**src/rtl/core/wwls_pkg.sv**
```systemverilog
// Shared types, constants and register indexes of the windowed weighted level scheduler.
package wwls_pkg;

  localparam int WINDOW_MAX_DEF = 64;
  localparam int WEIGHT_W       = 5;
  localparam int LEVEL_W        = 2;
  localparam int CFG_INDEX_W    = 2;
  localparam int NUM_LEVELS     = 3;

  typedef logic [LEVEL_W-1:0]     level_t;
  typedef logic [WEIGHT_W-1:0]    weight_t;
  typedef logic [CFG_INDEX_W-1:0] cfg_index_t;

  localparam level_t LEVEL_HIGH = 2'd0;
  localparam level_t LEVEL_MED  = 2'd1;
  localparam level_t LEVEL_LOW  = 2'd2;

  localparam cfg_index_t REG_WEIGHT_HIGH = 2'd0;
  localparam cfg_index_t REG_WEIGHT_MED  = 2'd1;
  localparam cfg_index_t REG_WEIGHT_LOW  = 2'd2;

  localparam weight_t WEIGHT_HIGH_RST = 5'd9;
  localparam weight_t WEIGHT_MED_RST  = 5'd6;
  localparam weight_t WEIGHT_LOW_RST  = 5'd4;

  // Outcome of one selection
  typedef struct packed {
    level_t level;
    logic   none;
  } pick_t;

endpackage

```
**src/rtl/core/windowed_weighted_level_scheduler_top.sv**
```systemverilog
// Top level of the windowed weighted level scheduler.
//
// Each request on the in channel (in_valid/in_ready) carries three ready flags,
// one per priority level; each request gives exactly one result on the out
// channel (out_valid/out_ready): selected_level and none_ready.
// The weights are written through the cfg channel (cfg_valid/cfg_ready,
// cfg_index, cfg_data), index 0 high, 1 med, 2 low; index 3 is ignored.
// The result sits in the output register the cycle after the request is taken.
// Throughput is one request per cycle while in_ready is high, set by one ring
// write, one registered ring read of the oldest pick and the count update.
// The output register holds while the receiver stalls; in_ready stays high as
// long as the held result is taken in the same cycle.
// After weights are lowered, the first request is handled as usual and the
// block then drops (occupancy - window length) further old picks, one per cycle,
// with in_ready and cfg_ready low; otherwise no such cycles occur.
// Reset sets the weights to 9, 6 and 4, empties the window and marks the
// history unstarted. The ring contents need no clearing.
module windowed_weighted_level_scheduler_top
  import wwls_pkg::*;
#(
  parameter int WINDOW_MAX = WINDOW_MAX_DEF
) (
  input  logic       clk,
  input  logic       rst,
  input  logic       in_valid,
  output logic       in_ready,
  input  logic       ready_high,
  input  logic       ready_med,
  input  logic       ready_low,
  output logic       out_valid,
  input  logic       out_ready,
  output level_t     selected_level,
  output logic       none_ready,
  input  logic       cfg_valid,
  output logic       cfg_ready,
  input  cfg_index_t cfg_index,
  input  weight_t    cfg_data
);

  localparam int CW = $clog2(WINDOW_MAX+1);
  localparam int AW = $clog2(WINDOW_MAX);
  localparam int SW = ((CW + 2) > (WEIGHT_W + 2)) ? (CW + 2) : (WEIGHT_W + 2);

  weight_t           weights [NUM_LEVELS];
  logic [CW-1:0]     counts  [NUM_LEVELS];
  logic [CW-1:0]     counts_next [NUM_LEVELS];
  logic [AW-1:0]     window_start;
  logic [AW-1:0]     window_start_next;
  logic              history_started;
  logic              trim;
  logic              trim_next;

  logic              in_acc;
  logic              append;
  logic              evict;
  logic [SW-1:0]     weight_sum;
  logic [SW-1:0]     window_len;
  logic [SW-1:0]     occ;
  logic [SW-1:0]     occ_next;
  logic [SW:0]       wr_sum;
  logic [AW-1:0]     wr_addr;
  level_t            oldest;
  pick_t             pick;

  // Accept requests unless dropping old picks or holding an untaken result
  assign in_ready  = !trim && (!out_valid || out_ready);
  assign in_acc    = in_valid && in_ready;
  assign cfg_ready = !trim;

  // Weight registers
  always_ff @(posedge clk) begin
    if (rst) begin
      weights[0] <= WEIGHT_HIGH_RST;
      weights[1] <= WEIGHT_MED_RST;
      weights[2] <= WEIGHT_LOW_RST;
    end else if (cfg_valid && cfg_ready) begin
      unique case (cfg_index)
        REG_WEIGHT_HIGH: weights[0] <= cfg_data;
        REG_WEIGHT_MED:  weights[1] <= cfg_data;
        REG_WEIGHT_LOW:  weights[2] <= cfg_data;
        default: ;
      endcase
    end
  end

  // Select the level
  wwls_pick #(
    .WINDOW_MAX (WINDOW_MAX)
  ) u_pick (
    .rdy     ({ready_low, ready_med, ready_high}),
    .started (history_started),
    .counts  (counts),
    .weights (weights),
    .res     (pick)
  );

  // Window length, clamped to 1..WINDOW_MAX
  assign weight_sum = SW'(weights[0]) + SW'(weights[1]) + SW'(weights[2]);

  always_comb begin
    if (weight_sum == '0) begin
      window_len = SW'(1);
    end else if (weight_sum > SW'(WINDOW_MAX)) begin
      window_len = SW'(WINDOW_MAX);
    end else begin
      window_len = weight_sum;
    end
  end

  assign occ = SW'(counts[0]) + SW'(counts[1]) + SW'(counts[2]);

  // Append on every started request and on the first request with a ready level;
  // drop the oldest pick when the window is full, or while trimming an overfull one
  assign append = in_acc && (history_started || !pick.none);
  assign evict  = (in_acc && history_started && (occ >= window_len)) ||
                  (trim && (occ > window_len));

  // New pick lands right after the current entries
  assign wr_sum  = (SW + 1)'(window_start) + (SW + 1)'(occ);
  assign wr_addr = (wr_sum >= (SW + 1)'(WINDOW_MAX)) ?
                   AW'(wr_sum - (SW + 1)'(WINDOW_MAX)) : AW'(wr_sum);

  always_comb begin
    if (!evict) begin
      window_start_next = window_start;
    end else if (window_start == AW'(WINDOW_MAX - 1)) begin
      window_start_next = '0;
    end else begin
      window_start_next = window_start + AW'(1);
    end
  end

  // Ring of past picks; read data tracks the entry at window_start
  wwls_ring #(
    .DEPTH (WINDOW_MAX)
  ) u_ring (
    .clk     (clk),
    .wr_en   (append),
    .wr_addr (wr_addr),
    .wr_data (pick.level),
    .rd_addr (window_start_next),
    .rd_data (oldest)
  );

  // Per-level counts: drop the evicted pick, add the new one
  always_comb begin
    for (int i = 0; i < NUM_LEVELS; i++) begin
      counts_next[i] = counts[i]
                     - CW'(evict && (oldest == LEVEL_W'(i)))
                     + CW'(append && (pick.level == LEVEL_W'(i)));
    end
  end

  assign occ_next  = SW'(counts_next[0]) + SW'(counts_next[1]) + SW'(counts_next[2]);
  assign trim_next = (in_acc || trim) && history_started && (occ_next > window_len);

  // Window state
  always_ff @(posedge clk) begin
    if (rst) begin
      window_start    <= '0;
      history_started <= 1'b0;
      trim            <= 1'b0;
      for (int i = 0; i < NUM_LEVELS; i++) begin
        counts[i] <= '0;
      end
    end else begin
      window_start <= window_start_next;
      trim         <= trim_next;
      counts       <= counts_next;
      if (append) begin
        history_started <= 1'b1;
      end
    end
  end

  // Output register
  always_ff @(posedge clk) begin
    if (rst) begin
      out_valid <= 1'b0;
    end else if (in_acc) begin
      out_valid <= 1'b1;
    end else if (out_ready) begin
      out_valid <= 1'b0;
    end
  end

  always_ff @(posedge clk) begin
    if (in_acc) begin
      selected_level <= pick.level;
      none_ready     <= pick.none;
    end
  end

endmodule

```
**src/rtl/core/wwls_ring.sv**
```systemverilog
// Pick history ring: one write port, one registered read port with write bypass.
module wwls_ring
  import wwls_pkg::*;
#(
  parameter int DEPTH = WINDOW_MAX_DEF
) (
  input  logic                     clk,
  input  logic                     wr_en,
  input  logic [$clog2(DEPTH)-1:0] wr_addr,
  input  level_t                   wr_data,
  input  logic [$clog2(DEPTH)-1:0] rd_addr,
  output level_t                   rd_data
);

  level_t mem [DEPTH];

  // Write the new pick
  always_ff @(posedge clk) begin
    if (wr_en) begin
      mem[wr_addr] <= wr_data;
    end
  end

  // Read the oldest entry for next cycle, taking a same-cycle write into account
  always_ff @(posedge clk) begin
    if (wr_en && (wr_addr == rd_addr)) begin
      rd_data <= wr_data;
    end else begin
      rd_data <= mem[rd_addr];
    end
  end

endmodule

```
**src/rtl/core/wwls_pick.sv**
```systemverilog
// Level selection from ready flags, window counts and weights.
module wwls_pick
  import wwls_pkg::*;
#(
  parameter int WINDOW_MAX = WINDOW_MAX_DEF
) (
  input  logic [NUM_LEVELS-1:0]              rdy,
  input  logic                               started,
  input  logic [$clog2(WINDOW_MAX+1)-1:0]    counts  [NUM_LEVELS],
  input  weight_t                            weights [NUM_LEVELS],
  output pick_t                              res
);

  localparam int CW = $clog2(WINDOW_MAX+1);
  localparam int PW = CW + WEIGHT_W;
  localparam int GW = ((CW > WEIGHT_W) ? CW : WEIGHT_W) + 1;

  level_t              a;
  level_t              b;
  logic [PW-1:0]       lhs;
  logic [PW-1:0]       rhs;
  logic signed [GW-1:0] gap0;
  logic signed [GW-1:0] gap1;
  logic signed [GW-1:0] gap2;
  level_t              two_pick;
  level_t              three_pick;

  // Pair of ready levels for the two-ready case
  always_comb begin
    a = LEVEL_HIGH;
    b = LEVEL_MED;
    case (rdy)
      3'b101: begin
        a = LEVEL_HIGH;
        b = LEVEL_LOW;
      end
      3'b110: begin
        a = LEVEL_MED;
        b = LEVEL_LOW;
      end
      default: begin
        a = LEVEL_HIGH;
        b = LEVEL_MED;
      end
    endcase
  end

  // Compare count ratio with weight ratio by cross products
  assign lhs = PW'(counts[a]) * PW'(weights[b]);
  assign rhs = PW'(weights[a]) * PW'(counts[b]);

  always_comb begin
    if (counts[b] == '0) begin
      two_pick = b;
    end else if (lhs > rhs) begin
      two_pick = b;
    end else begin
      two_pick = a;
    end
  end

  // Largest weight-minus-count gap, lowest level wins ties
  assign gap0 = signed'(GW'(weights[0])) - signed'(GW'(counts[0]));
  assign gap1 = signed'(GW'(weights[1])) - signed'(GW'(counts[1]));
  assign gap2 = signed'(GW'(weights[2])) - signed'(GW'(counts[2]));

  always_comb begin
    logic signed [GW-1:0] best;
    best       = gap0;
    three_pick = LEVEL_HIGH;
    if (gap1 > best) begin
      best       = gap1;
      three_pick = LEVEL_MED;
    end
    if (gap2 > best) begin
      three_pick = LEVEL_LOW;
    end
  end

  // Final choice
  always_comb begin
    res.none  = (rdy == '0);
    res.level = LEVEL_HIGH;
    if (!started) begin
      if (rdy[0]) begin
        res.level = LEVEL_HIGH;
      end else if (rdy[1]) begin
        res.level = LEVEL_MED;
      end else if (rdy[2]) begin
        res.level = LEVEL_LOW;
      end else begin
        res.level = LEVEL_HIGH;
      end
    end else begin
      case (rdy) inside
        3'b001:                 res.level = LEVEL_HIGH;
        3'b010:                 res.level = LEVEL_MED;
        3'b100:                 res.level = LEVEL_LOW;
        3'b011, 3'b101, 3'b110: res.level = two_pick;
        3'b111:                 res.level = three_pick;
        default:                res.level = LEVEL_HIGH;
      endcase
    end
  end

endmodule

```
**config.mk**
```make
export PLATFORM = sky130hd
export DESIGN_NAME = windowed_weighted_level_scheduler_top
export DESIGN_NICKNAME = d
export VERILOG_FILES = /design/src/rtl/core/wwls_pkg.sv /design/src/rtl/core/windowed_weighted_level_scheduler_top.sv /design/src/rtl/core/wwls_ring.sv /design/src/rtl/core/wwls_pick.sv
export SDC_FILE = /design/constraint.sdc
export NUM_CORES = 1
export LEC_CHECK = 0
export ABC_AREA = 0
export BUFFER_PORTS_ARGS = -buffer_cell sky130_fd_sc_hd__buf_4
export CAP_MARGIN = 10
export CORE_MARGIN = 2
export CORE_UTILIZATION = 45
export DETAILED_ROUTE_END_ITERATION = 8
export PLACE_DENSITY = 0.64
export SLEW_MARGIN = 30
export SYNTH_ARGS = -nofsm -noshare
export SYNTH_HDL_FRONTEND = slang
export SYNTH_SLANG_ARGS = --single-unit
```
**constraint.sdc**
```tcl
create_clock -name clk -period 23.2 [get_ports clk]
set_input_delay 4.64 -clock clk [delete_from_list [all_inputs] [get_ports clk]]
set_output_delay 4.64 -clock clk [all_outputs]
set_load 0.005 [all_outputs]
```
==> flow_summary.json <==
{
  "fin_hold_ws_ns": 0.585,
  "min_period_ns": 14.90,
  "max_freq_mhz": 67.1,
  "start_util": 0.458,
  "die_y_microns": 175,
  "via_per_inst": 5.48,
  "postCtsResizedCells": 0,
  "final_layout_size_suffix_gt1_frac": 0.0965,
  "gr-usage-all-layers": 0.205,
  "cap_violations": 0,
  "cp.buffers_inverters": 8,
  "hold_depth": 1,
  "cts_tree": "built",
  "setup.worst_path.class": "in2reg",
  "grt_pass1_wl_microns": 48300,
  "ios": 21,
  "setup_violations": 0,
  "antenna_found_initial": 0,
  "startpoint_type": "input port",
  "clock_sinks": 182,
  "grt_setup_unrepaired": "no",
  "synth.distinct_cells": 61,
  "io_buffers": 20,
  "r2r_end": "trim",
  "ctsHtreeMaxLevel": 4,
  "slew_headroom": 0.451,
  "fp-row-count": 62,
  "critPathSlowestCell": "mux2i_1",
  "ys.flop_type": "edfxtp_1",
  "post_cts_buffers": 0,
  "routed_wl_microns": 30100,
  "fin_worst_skew_ns": 0.0177,
  "syn-num-nets": 1427,
  "netlist_instances": 1210,
  "arrival_ns": 15.24,
  "synthArstFlopShare": 0,
  "finalSetupTns_ns": 0,
  "syn_area_per_cell_sq_um": 10.9,
  "clk_pin_slew_ns": 0.08,
  "synth_edf_count": 131,
  "num-nets-final": 1448,
  "clockBufferDepth": 2,
  "drt_first_iter_violations": 706,
  "cts_buffers": 17,
  "drc": 0,
  "tightest_slew_ns": 0.821,
  "fillers": 2591,
  "grt_max_degree": 68,
  "diodes": 0,
  "grt_pass1_vias": 8966,
  "ys_top_cells_by_area": "edfxtp_1 (30%), ha_1 (14%), fa_1 (9.0%)",
  "ys_seq_elements": 182,
  "required_ns": 23.54,
  "final_cell_mix": "nor2_1 (184), ha_1 (143), edfxtp_1 (131)",
  "netlist_area_sq_um": 13200,
  "yosysWarnings": 0,
  "min_from": "window_start[4]",
  "yosys.area.top_type": "edfxtp_1",
  "final_core_util": 0.499,
  "fin_crit_sh": 0.642,
  "layout_commonest_cell": "nor2_1",
  "end_kind": "flop",
  "clock_latency_ns": 0.45,
  "wl_per_cell_microns": 18.5,
  "hpwl_microns": 23600,
  "cts_root_buffer": "clkbuf_16",
  "hold_violations": 0,
  "die_w_microns": 175,
  "final_cell_area_sq_um": 14300,
  "drt_first_pass_iters": 5,
  "yosysSeqAreaShare": 0.377,
  "ant_nets": 0,
  "status": "finished clean",
  "place_area_sq_um": 13700,
  "num_vias": 8925,
  "overflow": 0,
  "r2r_start": "counts[8]",
  "coreArea_sq_um": 28700,
  "die_area_sq_um": 30600,
  "synthToLayoutAreaGrowth_pct": 8.92,
  "yosys.area.top_type_share": 0.299,
  "startpoint": "ready_med",
  "finalMaxSlewViolations": 0,
  "hold_buffers": 0,
  "worst_r2r_path_depth": 44,
  "place_congestion": 0.862,
  "hp-class": "reg2reg",
  "critical_path.max_stage_delay_ns": 0.59,
  "critPathMaxFanout": 67,
  "path_delay_family": "adder cells",
  "rrSetupSlack_ns": 12.62
}
==> routing by layer <==
metal	track usage	vias up	wire, microns
met1	0.265	4343	13100
met2	0.351	212	14900
li1	-	4317	-
met5	0	-	0
met3	0.0320	53	1270
met4	0.0701	0	882
==> synthesized netlist by cell type (all sizes together) (17+ instances only) <==
master,n
a21oi,72
nor2,184
ha,143
edfxtp,131
mux2i,26
a21o,38
nand2,42
xnor2,37
or2,30
clkbuf,18
fa,59
mux4,36
inv,130
dfxtp,51
xor2,29
nor2b,17
==> state kept, by name, summed over array words and instances (netlist names), named ones only <==
name and cells:
u_ring.mem 128, counts 21, weights 15, window_start 6, selected_level 2, history_started 1
none_ready 1, out_valid 1, trim 1
==> worst max-delay path by stage <==
| stage | end | slack (ns) | cells after the start |
|---|---|---|---|
| after floorplan | trim | 8.38 | 42 |
| final | trim | 8.30 | 45 |
| after detailed placement | trim | 7.92 | 45 |
| after global routing | trim | 7.50 | 45 |
| after global placement | trim | 8.21 | 46 |
| after CTS | trim | 8.36 | 45 |
==> per-stage QoR <==
step / setup WS, ns / cells
6_report: 8.30 / 1628
5_1_grt: 7.50 / 1628
4_1_cts: 8.36 / 1628
3_5_place_dp: 7.92 / 1596
3_3_place_gp: 8.21 / 1596
2_1_floorplan: 8.38 / 1210
==> cell families after synthesis <==
family / synth area share
simple gates: 0.123
fa+ha+maj: 0.226
compound gates: 0.0946
flops: 0.377
buf+inv: 0.0483
xor+xnor: 0.0440
mux: 0.0877
==> cell type report <==
cell class / count / area [sq um] / area share
repair buffers: 28 / 210 / 0.0147
clock inverters: 15 / 201 / 0.0141
inverters: 130 / 488 / 0.0341
multi-input cells: 872 / 7560 / 0.528
flip-flops and latches: 182 / 4960 / 0.346
well taps: 384 / 480 / 0.0335
clock buffers: 17 / 425 / 0.0297
Power is left out: the tool's default activity adds up to more than one toggle a clock period on the data nets, which glitch-free logic cannot reach.
